<file path="src/spdpc_pkg.sv">
package spdpc_pkg;

    localparam int BODY_LENGTH = 35;
    localparam int POS_W = 6;
    localparam int PH_W = 4;
    localparam int CNT_W = 3;
    localparam int ITEMS_W = 3;
    localparam int VAL_W = 16;
    localparam int NUM_FIELDS = 6;
    localparam int NUM_DEC_FIELDS = 5;
    localparam int FIDX_W = 3;
    localparam int TDATA_W = 104;
    localparam logic [ITEMS_W-1:0] ITEMS_MAX = 3'd7;

    localparam logic [PH_W-1:0] PH_IDENT = 4'd0;
    localparam logic [PH_W-1:0] PH_LAST_DEC = 4'd9;
    localparam logic [PH_W-1:0] PH_HEX = 4'd11;
    localparam logic [PH_W-1:0] PH_DONE = 4'd12;

    localparam logic [7:0] CH_STAR = 8'h2A;
    localparam logic [7:0] CH_DOT = 8'h2E;
    localparam logic [7:0] CH_NUL = 8'h00;

    typedef struct packed {
        logic             frame_ok;
        logic [2:0]       items_read;
        logic [VAL_W-1:0] temperature_raw;
        logic [VAL_W-1:0] pressure_raw;
        logic [VAL_W-1:0] wind_direction;
        logic [VAL_W-1:0] wind_speed;
        logic [VAL_W-1:0] aux_voltage;
        logic [VAL_W-1:0] received_sum;
        logic             sum_matches;
        logic             packet_valid;
    } result_t;

    function automatic logic [CNT_W-1:0] phase_width(input logic [PH_W-1:0] ph);
        logic [CNT_W-1:0] w;
        begin
            case (ph)
                4'd0:    w = 3'd4;
                4'd1:    w = 3'd5;
                4'd3:    w = 3'd5;
                4'd5:    w = 3'd4;
                4'd7:    w = 3'd5;
                4'd9:    w = 3'd3;
                4'd11:   w = 3'd4;
                default: w = 3'd0;
            endcase
            return w;
        end
    endfunction

    function automatic logic is_space(input logic [7:0] c);
        return c inside {8'd32, [8'd9:8'd13]};
    endfunction

    function automatic logic is_dec_digit(input logic [7:0] c);
        return c inside {[8'h30:8'h39]};
    endfunction

    function automatic logic is_hex_letter(input logic [7:0] c);
        return c inside {[8'h41:8'h46], [8'h61:8'h66]};
    endfunction

    // Digit value of a decimal digit or a hex letter of either case.
    function automatic logic [3:0] digit_value(input logic [7:0] c);
        logic [3:0] d;
        begin
            if (is_dec_digit(c))
                d = c[3:0];
            else
                d = 4'(c[2:0] + 3'd1) + 4'd8;
            return d;
        end
    endfunction

endpackage

</file>
<file path="src/spdpc_parser.sv">
module spdpc_parser
    import spdpc_pkg::*;
(
    input  logic          clk,
    input  logic          rst_n,
    input  logic          byte_fire,
    input  logic [7:0]    rx_byte,
    output logic          frame_end,
    output result_t       result
);

    logic [POS_W-1:0]   pos_reg, pos_next;
    logic [PH_W-1:0]    phase_reg, phase_next;
    logic [CNT_W-1:0]   cnt_reg, cnt_next;
    logic [VAL_W-1:0]   acc_reg, acc_next;
    logic [ITEMS_W-1:0] items_reg, items_next;
    logic               stop_reg, stop_next;
    logic [VAL_W-1:0]   sum_reg, sum_next;
    logic [VAL_W-1:0]   field_reg [NUM_FIELDS];
    logic [VAL_W-1:0]   field_next [NUM_FIELDS];

    logic               complete;
    logic               sep_ok;
    logic [VAL_W-1:0]   comp_val;
    logic               is_digit;
    logic [3:0]         dval;
    logic [VAL_W-1:0]   acc_digit;
    logic [CNT_W-1:0]   cnt_inc;
    logic [PH_W-1:0]    phase_dec;
    logic [FIDX_W-1:0]  fidx;
    logic               in_field;
    logic               eot_complete;
    logic [VAL_W-1:0]   fin_field [NUM_FIELDS];
    logic [VAL_W-1:0]   fin_sum;

    assign frame_end = (pos_reg == POS_W'(BODY_LENGTH));

    assign phase_dec = phase_reg - 4'd1;
    assign fidx = phase_dec[FIDX_W:1];
    assign cnt_inc = cnt_reg + 3'd1;
    assign in_field = (phase_reg == PH_IDENT) || phase_reg[0];
    assign is_digit = is_dec_digit(rx_byte) ||
                      ((phase_reg == PH_HEX) && is_hex_letter(rx_byte));
    assign dval = digit_value(rx_byte);
    assign acc_digit = (phase_reg == PH_HEX) ? {acc_reg[VAL_W-5:0], dval}
                     : (acc_reg << 3) + (acc_reg << 1) + VAL_W'(dval);

    // A frame end completes a field that is still in progress.
    assign eot_complete = !stop_reg && (phase_reg < PH_DONE) && in_field &&
                          (cnt_reg != '0);

    always_comb
    begin
        for (int i = 0; i < NUM_FIELDS; i++)
        begin
            fin_field[i] = field_reg[i];
            if (eot_complete && (phase_reg != PH_IDENT) && (fidx == FIDX_W'(i)))
                fin_field[i] = acc_reg;
        end
        fin_sum = sum_reg;
        if (eot_complete && (phase_reg != PH_IDENT) && (phase_reg <= PH_LAST_DEC))
            fin_sum = sum_reg + acc_reg;
    end

    always_comb
    begin
        result.frame_ok = (rx_byte == CH_STAR);
        result.items_read = (eot_complete && (items_reg != ITEMS_MAX)) ?
                            items_reg + 3'd1 : items_reg;
        result.temperature_raw = fin_field[0];
        result.pressure_raw = fin_field[1];
        result.wind_direction = fin_field[2];
        result.wind_speed = fin_field[3];
        result.aux_voltage = fin_field[4];
        result.received_sum = fin_field[5];
        result.sum_matches = !fin_field[5][VAL_W-1] && (fin_sum == fin_field[5]);
        result.packet_valid = result.frame_ok && result.sum_matches &&
                              (result.items_read == ITEMS_MAX);
    end

    always_comb
    begin
        complete = 1'b0;
        sep_ok = 1'b0;
        comp_val = acc_reg;
        pos_next = pos_reg;
        phase_next = phase_reg;
        cnt_next = cnt_reg;
        acc_next = acc_reg;
        items_next = items_reg;
        stop_next = stop_reg;
        sum_next = sum_reg;
        for (int i = 0; i < NUM_FIELDS; i++)
            field_next[i] = field_reg[i];

        if (byte_fire && frame_end)
        begin
            pos_next = '0;
            phase_next = PH_IDENT;
            cnt_next = '0;
            acc_next = '0;
            items_next = '0;
            stop_next = 1'b0;
            sum_next = '0;
            for (int i = 0; i < NUM_FIELDS; i++)
                field_next[i] = '0;
        end
        else if (byte_fire)
        begin
            pos_next = pos_reg + 6'd1;
            if (rx_byte == CH_NUL)
            begin
                complete = eot_complete;
                stop_next = 1'b1;
            end
            else if (!stop_reg && (phase_reg < PH_DONE))
            begin
                if (phase_reg == PH_IDENT)
                begin
                    if (is_space(rx_byte))
                        complete = (cnt_reg != '0);
                    else if (cnt_inc >= phase_width(phase_reg))
                        complete = 1'b1;
                    else
                        cnt_next = cnt_inc;
                end
                else if (!phase_reg[0])
                begin
                    if (rx_byte == CH_DOT)
                        phase_next = phase_reg + 4'd1;
                    else
                        stop_next = 1'b1;
                end
                else if (is_digit)
                begin
                    if (cnt_inc >= phase_width(phase_reg))
                    begin
                        complete = 1'b1;
                        comp_val = acc_digit;
                    end
                    else
                    begin
                        acc_next = acc_digit;
                        cnt_next = cnt_inc;
                    end
                end
                else if (cnt_reg == '0)
                begin
                    if (!is_space(rx_byte))
                        stop_next = 1'b1;
                end
                else
                begin
                    // Outside the hex field, the byte that ended the field is examined again as a separator.
                    complete = 1'b1;
                    if (phase_reg != PH_HEX)
                    begin
                        if (rx_byte == CH_DOT)
                            sep_ok = 1'b1;
                        else
                            stop_next = 1'b1;
                    end
                end
            end

            if (complete)
            begin
                if (phase_reg != PH_IDENT)
                begin
                    for (int i = 0; i < NUM_FIELDS; i++)
                        if (fidx == FIDX_W'(i))
                            field_next[i] = comp_val;
                    if (phase_reg <= PH_LAST_DEC)
                        sum_next = sum_reg + comp_val;
                end
                if (items_reg != ITEMS_MAX)
                    items_next = items_reg + 3'd1;
                phase_next = phase_reg + 4'd1 + PH_W'(sep_ok);
                cnt_next = '0;
                acc_next = '0;
            end
        end
    end

    always_ff @(posedge clk or negedge rst_n)
    begin
        if (!rst_n)
        begin
            pos_reg <= '0;
            phase_reg <= PH_IDENT;
            cnt_reg <= '0;
            acc_reg <= '0;
            items_reg <= '0;
            stop_reg <= 1'b0;
            sum_reg <= '0;
            for (int i = 0; i < NUM_FIELDS; i++)
                field_reg[i] <= '0;
        end
        else
        begin
            pos_reg <= pos_next;
            phase_reg <= phase_next;
            cnt_reg <= cnt_next;
            acc_reg <= acc_next;
            items_reg <= items_next;
            stop_reg <= stop_next;
            sum_reg <= sum_next;
            for (int i = 0; i < NUM_FIELDS; i++)
                field_reg[i] <= field_next[i];
        end
    end

    // Every phase past the identifier is reached through one completed field
    // per pair of phases.
    a_items_track: assert property (@(posedge clk) disable iff (!rst_n)
        (phase_reg != PH_IDENT) |-> (items_reg == 3'(phase_reg[3:1] + 3'd1)))
        else $error("item count out of step with parse phase");

    a_items_ident: assert property (@(posedge clk) disable iff (!rst_n)
        (phase_reg == PH_IDENT) |-> (items_reg == '0))
        else $error("items counted before the identifier ended");

    a_frame_clear: assert property (@(posedge clk) disable iff (!rst_n)
        (byte_fire && frame_end) |=> ((pos_reg == '0) && !stop_reg && (sum_reg == '0)))
        else $error("frame state not cleared after frame end");

    a_phase_range: assert property (@(posedge clk) disable iff (!rst_n)
        phase_reg <= PH_DONE)
        else $error("parse phase beyond done");

endmodule

</file>
<file path="src/sensor_packet_deframe_parse_check.sv">
// Sensor packet deframer, parser and checksum checker.
// Bytes enter on s_axis one item per cycle while tready is high. A frame is
// BODY_LENGTH body bytes and one terminator byte; the body is parsed as it
// arrives into an identifier, five decimal fields and a hex checksum.
// The terminator byte produces one result item on the m_axis channel; body
// bytes produce none. m_axis_tuser carries frame_ok, set when the
// terminator was '*'. m_axis_tdata carries the parsed fields and checks.
// Each accepted byte is held in an input register and handled from there;
// a terminator's result goes into the output register that drives m_axis.
// The block sustains one byte per cycle while no terminator waits on a
// stalled receiver, as set by the single parse-state register stage.
// Reset clears the frame position and all parse state; the first byte after
// reset starts a new frame. When the receiver stalls, the output register
// holds its result and body bytes keep flowing; only a second terminator
// waits in the input register, which then deasserts s_axis_tready until the
// output register frees up.
module sensor_packet_deframe_parse_check
    import spdpc_pkg::*;
(
    input  logic               clk,
    input  logic               rst_n,
    input  logic               s_axis_tvalid,
    output logic               s_axis_tready,
    input  logic [7:0]         s_axis_tdata,   // rx_byte
    output logic               m_axis_tvalid,
    input  logic               m_axis_tready,
    // items_read, temperature_raw, pressure_raw, wind_direction, wind_speed,
    // aux_voltage, received_sum, sum_matches, packet_valid, zero fill
    output logic [TDATA_W-1:0] m_axis_tdata,
    output logic               m_axis_tuser    // frame_ok
);

    logic               in_valid_reg;
    logic [7:0]         in_data_reg;
    logic               out_valid_reg;
    logic [TDATA_W-1:0] out_data_reg;
    logic               out_user_reg;
    logic               out_free;
    logic               proc_fire;
    logic               frame_end;
    result_t            result;

    spdpc_parser u_parser (
        .clk       (clk),
        .rst_n     (rst_n),
        .byte_fire (proc_fire),
        .rx_byte   (in_data_reg),
        .frame_end (frame_end),
        .result    (result)
    );

    assign out_free = !out_valid_reg || m_axis_tready;
    assign proc_fire = in_valid_reg && (!frame_end || out_free);
    assign s_axis_tready = !in_valid_reg || proc_fire;

    assign m_axis_tvalid = out_valid_reg;
    assign m_axis_tdata = out_data_reg;
    assign m_axis_tuser = out_user_reg;

    always_ff @(posedge clk or negedge rst_n)
    begin
        if (!rst_n)
        begin
            in_valid_reg <= 1'b0;
            out_valid_reg <= 1'b0;
        end
        else
        begin
            if (s_axis_tready)
                in_valid_reg <= s_axis_tvalid;
            if (proc_fire && frame_end)
                out_valid_reg <= 1'b1;
            else if (m_axis_tready)
                out_valid_reg <= 1'b0;
        end
    end

    always_ff @(posedge clk)
    begin
        if (s_axis_tvalid && s_axis_tready)
            in_data_reg <= s_axis_tdata;
        if (proc_fire && frame_end)
        begin
            out_user_reg <= result.frame_ok;
            out_data_reg <= {3'b000, result.packet_valid, result.sum_matches,
                             result.received_sum, result.aux_voltage,
                             result.wind_speed, result.wind_direction,
                             result.pressure_raw, result.temperature_raw,
                             result.items_read};
        end
    end

    a_no_overwrite: assert property (@(posedge clk) disable iff (!rst_n)
        (out_valid_reg && !m_axis_tready) |=> $stable(out_data_reg))
        else $error("pending result overwritten");

    a_term_waits: assert property (@(posedge clk) disable iff (!rst_n)
        (in_valid_reg && frame_end && !out_free) |-> !s_axis_tready)
        else $error("input taken while terminator blocked");

    a_result_from_term: assert property (@(posedge clk) disable iff (!rst_n)
        $rose(out_valid_reg) |-> $past(proc_fire && frame_end))
        else $error("result without a terminator byte");

endmodule

</file>
<file path="config.mk">
export PLATFORM = sky130hd
export DESIGN_NAME = sensor_packet_deframe_parse_check
export DESIGN_NICKNAME = d
export VERILOG_FILES = /design/src/spdpc_pkg.sv /design/src/spdpc_parser.sv /design/src/sensor_packet_deframe_parse_check.sv
export SDC_FILE = /design/constraint.sdc
export NUM_CORES = 1
export LEC_CHECK = 0
export BUFFER_PORTS_ARGS = -buffer_cell sky130_fd_sc_hd__buf_2
export CORE_AREA = 10 10 186 188
export CTS_CLUSTER_SIZE = 8
export DETAILED_ROUTE_END_ITERATION = 7
export DIE_AREA = 0 0 196 198
export SYNTH_ARGS = -nofsm -noshare
export SYNTH_HDL_FRONTEND = slang
export SYNTH_SLANG_ARGS = --single-unit
</file>
<file path="constraint.sdc">
create_clock -name clk -period 8.5 [get_ports clk]
set_input_delay 1.7 -clock clk [delete_from_list [all_inputs] [get_ports clk]]
set_output_delay 1.7 -clock clk [all_outputs]
set_load 0.02 [all_outputs]
</file>
=== After elaboration in Yosys (flattened, before gate mapping) ===
Index checks and enable logic that the tools add are counted.

* Output and inout bits: 107
* Register bits after elaboration: 257
* Input bits: 12

* $lt $le $gt $ge: 12
* Reduce and logical (&&, ||, !) cells: 75
* Equal/unequal tests: 30
* Mux-type cells: 115
* $add $sub $neg: 12

{| class="wikitable"
|+ Operator list
! operator !! number
|-
| 16-bit 2-to-1 mux || 36
|-
| 96-bit 2-to-1 mux || 4
|-
| 3-bit 2-to-1 mux || 29
|-
| 16-bit adder || 3
|-
| 4-bit 2-to-1 mux || 9
|-
| 1-bit 2-to-1 mux || 34
|-
| 4-bit AND reduction || 8
|-
| 2-bit nonzero test || 14
|-
| 8-bit by 6-bit == test with 1-bit output (second input constant) || 3
|-
| 1-bit logical AND || 23
|-
| 3-bit != test (second input constant) || 6
|-
| 3-bit nonzero test || 6
|-
| 16-bit by 4-bit adder with 16-bit output || 1
|-
| 16-bit == test || 1
|-
| 8-bit by 7-bit greater-or-equal comparator with 1-bit output (second input constant) || 2
|-
| 8-bit by 7-bit less-or-equal comparator with 1-bit output (second input constant) || 2
|-
| 4-bit != test (second input constant) || 4
|-
| 6-bit 2-to-1 mux || 2
|-
| 6-bit AND reduction || 2
|-
| 4-bit nonzero test || 3
|-
| 5-bit != test (second input constant) || 2
|-
| 3-bit == test (second input constant) || 3
|-
| 3-bit one-hot mux with 3 select lines || 1
|-
| 4-bit by 3-bit == test with 1-bit output (second input constant) || 2
|-
| 31 further kinds || 44
|}

=== Logic depth before layout (Yosys ltp) ===
* Depth in word-level cells: 27
* Depth in mapped cells: 26
* Mapped depth without buffers: 26

=== Cells and area by module ===
From an unflattened synthesis, not the netlist that was laid out.

* Cells, all modules: 1232
* Area total of the unflattened synthesis: 14292.5 sq um

{| class="wikitable"
|+ By module, submodules not included
! module !! area each (sq um) !! times used !! cells an instance
|-
| spdpc_parser || 10856.7 || 1 || 1108
|-
| sensor_packet_deframe_parse_check || 3435.8 || 1 || 124
|}

=== Least setup slack after synthesis ===
OpenSTA, ideal clock, no wires.

* Path type: input-to-reg
* Start point: in m_axis_tready
* End point: reg out_data_reg[0], in the netlist m_axis_tdata[0], enable pin
* Required time: 7.994 ns
* Arrival time: 5.591 ns
* Cell stages on the path: 8
* Path buffers: 3
* Slack: 2.403 ns
* Library setup time: 0.506 ns
* Cell sequence: nor2b_1 > nand2_1 > and2_1 > clkbuf_1 > nand2_1 > inv_1 > clkbuf_1 > clkbuf_1

* Cells in the longest elaborated chain, start to end: 4

{| class="wikitable"
|+ RTL lines
! element !! line !! text
|-
| start: declaration || sensor_packet_deframe_parse_check.sv:26 || <nowiki>input logic m_axis_tready,</nowiki>
|-
| 1-bit logical OR || sensor_packet_deframe_parse_check.sv:52 || <nowiki>assign out_free = !out_valid_reg || m_axis_tready;</nowiki>
|-
| 1-bit logical OR || sensor_packet_deframe_parse_check.sv:53 || <nowiki>assign proc_fire = in_valid_reg && (!frame_end || out_free);</nowiki>
|-
| 1-bit logical AND || sensor_packet_deframe_parse_check.sv:53 ||
|-
| 1-bit logical AND || sensor_packet_deframe_parse_check.sv:82 || <nowiki>if (proc_fire && frame_end)</nowiki>
|-
| end signal: assignment || sensor_packet_deframe_parse_check.sv:85 || <nowiki>out_data_reg <= {3'b000, result.packet_valid, result.sum_matches,</nowiki>
|-
| end: declaration || sensor_packet_deframe_parse_check.sv:36 || <nowiki>logic [TDATA_W-1:0] out_data_reg;</nowiki>
|}

Every way passes these cells.
A chain may end at the register's enable or synchronous reset.

=== Worst setup path after layout ===
* Start point: reg in_data_reg[0]
* End point: reg u_parser.sum_reg[15]

* Cells in the longest elaborated chain, start to end: 19

{| class="wikitable"
|+ RTL lines
! element !! line !! text
|-
| start: declaration || sensor_packet_deframe_parse_check.sv:34 || <nowiki>logic [7:0] in_data_reg;</nowiki>
|-
| start signal: assignment || sensor_packet_deframe_parse_check.sv:81 || <nowiki>in_data_reg <= s_axis_tdata;</nowiki>
|-
| 3-bit by 1-bit adder with 4-bit output, or another cell as far along || spdpc_pkg.sv:73 || <nowiki>d = 4'(c[2:0] + 3'd1) + 4'd8;</nowiki>
|-
| 4-bit adder or 1-bit logical AND (tied branches) || spdpc_pkg.sv:73, spdpc_pkg.sv:59 ||
|-
| 4-bit 2-to-1 mux || spdpc_pkg.sv:70 || <nowiki>if (is_dec_digit(c))</nowiki>
|-
| 16-bit by 4-bit adder with 16-bit output || spdpc_parser.sv:46 || <nowiki>: (acc_reg << 3) + (acc_reg << 1) + VAL_W'(dval);</nowiki>
|-
| 16-bit 2-to-1 mux || spdpc_parser.sv:45 || <nowiki>assign acc_digit = (phase_reg == PH_HEX) ? {acc_reg[VAL_W-5:0], dval}</nowiki>
|-
| 16-bit 2-to-1 mux || spdpc_parser.sv:136 || <nowiki>if (cnt_inc >= phase_width(phase_reg))</nowiki>
|-
| 16-bit 2-to-1 mux || spdpc_parser.sv:134 || <nowiki>else if (is_digit)</nowiki>
|-
| 16-bit 2-to-1 mux || spdpc_parser.sv:127 || <nowiki>else if (!phase_reg[0])</nowiki>
|-
| [3 not listed] || n/a ||
|-
| 16-bit 2-to-1 mux || spdpc_parser.sv:108 || <nowiki>else if (byte_fire)</nowiki>
|-
| 16-bit 2-to-1 mux || spdpc_parser.sv:96 || <nowiki>if (byte_fire && frame_end)</nowiki>
|-
| 16-bit adder || spdpc_parser.sv:174 || <nowiki>sum_next = sum_reg + comp_val;</nowiki>
|-
| 16-bit 2-to-1 mux || spdpc_parser.sv:173 || <nowiki>if (phase_reg <= PH_LAST_DEC)</nowiki>
|-
| 16-bit 2-to-1 mux || spdpc_parser.sv:168 || <nowiki>if (phase_reg != PH_IDENT)</nowiki>
|-
| 16-bit 2-to-1 mux || spdpc_parser.sv:166 || <nowiki>if (complete)</nowiki>
|-
| 16-bit 2-to-1 mux || spdpc_parser.sv:108 ||
|-
| 16-bit 2-to-1 mux || spdpc_parser.sv:96 ||
|-
| end signal: assignment || spdpc_parser.sv:207 || <nowiki>sum_reg <= sum_next;</nowiki>
|-
| end: declaration || spdpc_parser.sv:18 || <nowiki>logic [VAL_W-1:0] sum_reg, sum_next;</nowiki>
|}

Parallel ways exist; a longest one is shown, timed or not. The select of a mux whose other input is x is not followed.

==> results.yml <==
route:
  viasPerCell: 5.538
  vias: 9609
  top_layer: "met4"
  drt_wl_total_mm: 35.78
  met1_length_mm: 15.45
  wl_met2_mm: 17.78
  avgRoutedWirePerCell_um: 20.62
  drcViolationCount: 0
  drtAntennaViolNets: 0
  drt_iter0_drc: 469
  wl_met3_mm: 1.555
  drt-pass1-iter-count: 5
die:
  die_area_um2: 38810
  core_um2: 31070
  die_w_um: 196
  row_count: 65
  initial_utilization_pct: 45.12
  num_io_pins: 119
  die_h_um: 198
yosys:
  async_flop_share_pct: 57.20
  yosys_warnings: 0
  ys_seq_area_share_pct: 49.81
  ys.flop_type: "dfrtp_1"
  ys_types: 69
  synth_cells: 1189
  synth_xor_xnor_area_share_pct: 3.374
  synth_compound_area_share_pct: 10.53
  synthMuxAreaShare_pct: 17.06
  yosys.area_share.simple_pct: 9.703
  synth_fa_ha_area_share_pct: 7.087
  syn_area_um2: 14020
  ys_seq_elements: 257
  synth_top_family_by_area: "multiplexers"
  synth.top_cell.area_share_pct: 26.24
  syn_avg_cell_area_um2: 11.79
  synth_largest_area_cell: "dfrtp_1"
  synth-edff-count: 110
  synthTopCellsByArea: "dfrtp_1 26%, edfxtp_1 24%, mux2_2 15%"
clock_tree:
  cts_buffers: 38
  cts_sinks: 257
  ctsHoldBuffers: 0
  clock_latency_ns: 0.54
  root_buffer: "clkbuf_16"
  cts_max_path_buffers: 3
  cts_tree: "done"
  clkSlewWorstSetupHoldPaths_ns: 0.05
  postCtsSetupBuffers: 0
  post_cts_resized: 0
  h-tree-depth: 2
power:
  seqPwrFrac_pct: 36.3
  power_uw: 5113
  power_frac_comb_pct: 36.2
  switching_share_pct: 36.96
  clockPowerShare_pct: 27.4
  p_sw_uw: 1890
  ir_drop_mv: 0.1729
  leakagePower_uw: 0.007340
  internal-power_uw: 3223
  p_per_area_nw_per_um2: 317.4
placement:
  hpwlAfterDp_mm: 25.31
  routabilityCongestion: 0.8850
  port_buffers: 115
final_layout:
  nets: 1395
  final_util_pct: 51.85
  largest_register_ffs: 101
  drive_above_1_share_pct: 27.91
  areaGrowthSynthToFinish_pct: 14.92
  n_antenna_cell: 0
sta:
  tightest_slew_ns: 1.212
  worst_slew_margin_rel_pct: 19.22
  rsz0062_at_grt: "false"
  drv_slew: 0
  finalSetupTns_ns: 0
  skew_ns: 0.02031
  fmax_ghz: 0.1697
  final.min_clock_period_ns: 5.893
  period_share_pct: 69.33
  final_hold_viol_count: 0
  finalSetupViolCount: 0
min_path:
  holdCritPathClass: "flop to flop"
grt:
  grt_overflow: 0
  grt_pass1_vias: 9753
  grt_first_pass_wirelength_mm: 55.75
  grt_use_total_pct: 18.09
  antenna_found_initial: 0
  grt_max_degree: 75
critical_path:
  start_kind: "flop"
  critPathKind: "flop to flop"
  end_kind: "flop"
  cp.arrival_ns: 6.34
  crit_required_ns: 8.95
  cp_max_fo: 5
status:
  outcome: "completed"
job:
  drv_cap: 0
-- area by class of cell --
cell class	instances	area [µm²]
clock buffers	63	1045
clock inverters	4	63.81
fillers	2771	14960
inverters	32	122.6
multi-input cells	850	6721
flip-flops and latches	257	6982
well taps	402	503.0
repair buffers	127	671.9
-- cells in the final DEF, fill, tap and decap left out, types with 14 or more instances in the layout --
| master | n |
|---|---|
| nor2_1 | 47 |
| mux2i_1 | 27 |
| mux2_2 | 187 |
| nand3_1 | 15 |
| nor3_1 | 18 |
| a211oi_1 | 14 |
| o31ai_1 | 19 |
| dfrtp_1 | 147 |
| o21ai_0 | 69 |
| and2_1 | 19 |
| xor2_1 | 20 |
| nand2_1 | 95 |
| a21o_1 | 18 |
| a21oi_1 | 43 |
| xnor2_1 | 34 |
| edfxtp_1 | 110 |
| nand2b_1 | 15 |
| inv_1 | 31 |
| ha_1 | 73 |
| clkbuf_1 | 25 |
| buf_2 | 114 |
| clkbuf_16 | 38 |
-- critical path, cell delays in order (launching register included) --
cell and delay, ns:
edfxtp_1 0.44, inv_1 0.17, ha_1 0.25, o21bai_1 0.09, a21oi_1 0.36, nand2b_1 0.18
xnor2_1 0.16, ha_1 0.28, ha_1 0.24, fa_1 0.41, a21o_1 0.22, a211oi_1 0.31
o21ai_0 0.17, a41o_1 0.31, xnor2_1 0.14, o21ai_0 0.12, mux2_2 0.32, ha_1 0.30
nand2_1 0.09, nor2_1 0.06, a2111oi_0 0.41, nor3_1 0.13, a2111o_1 0.32, a21o_1 0.18
a21oi_1 0.13
-- metal layers --
metal,up-vias,GRT usage [%]
met5,-,0
met4,0,5.826
met3,70,3.315
met2,220,31.57
met1,4685,22.13
li1,4634,-
-- Yosys cell counts (all sizes together), types with 5 or more instances --
master	count
o21bai	5
o211ai	8
a31oi	5
o21ai	75
nand3	15
nor3b	5
and2	19
or3	12
nand2b	15
ha	73
and3	6
nor2	48
nor2b	7
a211oi	15
xor2	20
nand4	8
o21a	6
a21oi	43
mux2i	27
dfrtp	147
nor4b	5
mux2	188
edfxtp	110
buf	12
nor3	21
inv	32
clkbuf	40
nand2	95
a21o	18
o31ai	19
xnor2	34
nor4	6
-- final timing paths --
check                                        from                endpoint  slack (ns)  cells after the start
setup / recovery                   in_data_reg[0]    u_parser.sum_reg[15]        2.61                     24
hold / removal             u_parser.field_reg[41]  u_parser.field_reg[41]        0.48                      2
setup reg to reg                   in_data_reg[0]    u_parser.sum_reg[15]        2.61                     24
hold reg to reg            u_parser.field_reg[41]  u_parser.field_reg[41]        0.48                      2
max in group asynchronous                   rst_n  u_parser.field_reg[62]        5.85                      2
min in group asynchronous                   rst_n     u_parser.pos_reg[2]        1.18                      1
-- power by group through the flow --
stage	Clock [µW]	Sequential (µW)	Combinational, µW
floorplan	0	1750	1450
global placement	0	1870	1840
detailed placement	0	1880	1860
CTS	1440	1860	1870
global route	1490	1890	2080
finish	1400	1860	1850
-- cells by family after synthesis --
group,count (synthesis)
XOR/XNOR,54
flip-flops,257
buffers and inverters,84
other,1
adder cells (fa/ha/maj),77
multiplexers,215
AO/OA/AOI/OAI,227
AND/OR/NAND/NOR,274
-- metrics by stage --
stage / setup slack (ns) / area (µm²) / hold WS, ns / std cells
2_1_floorplan: 2.403 / 14020 / 0.4444 / 1191
3_3_place_gp: 2.756 / 15000 / 0.4567 / 1668
3_5_place_dp: 2.656 / 15000 / 0.4685 / 1668
4_1_cts: 2.634 / 16110 / 0.4820 / 1735
5_1_grt: 2.027 / 16110 / 0.5095 / 1735
6_report: 2.607 / 16110 / 0.4766 / 1735
No activity file was read; power rests on OpenSTA's default activity.
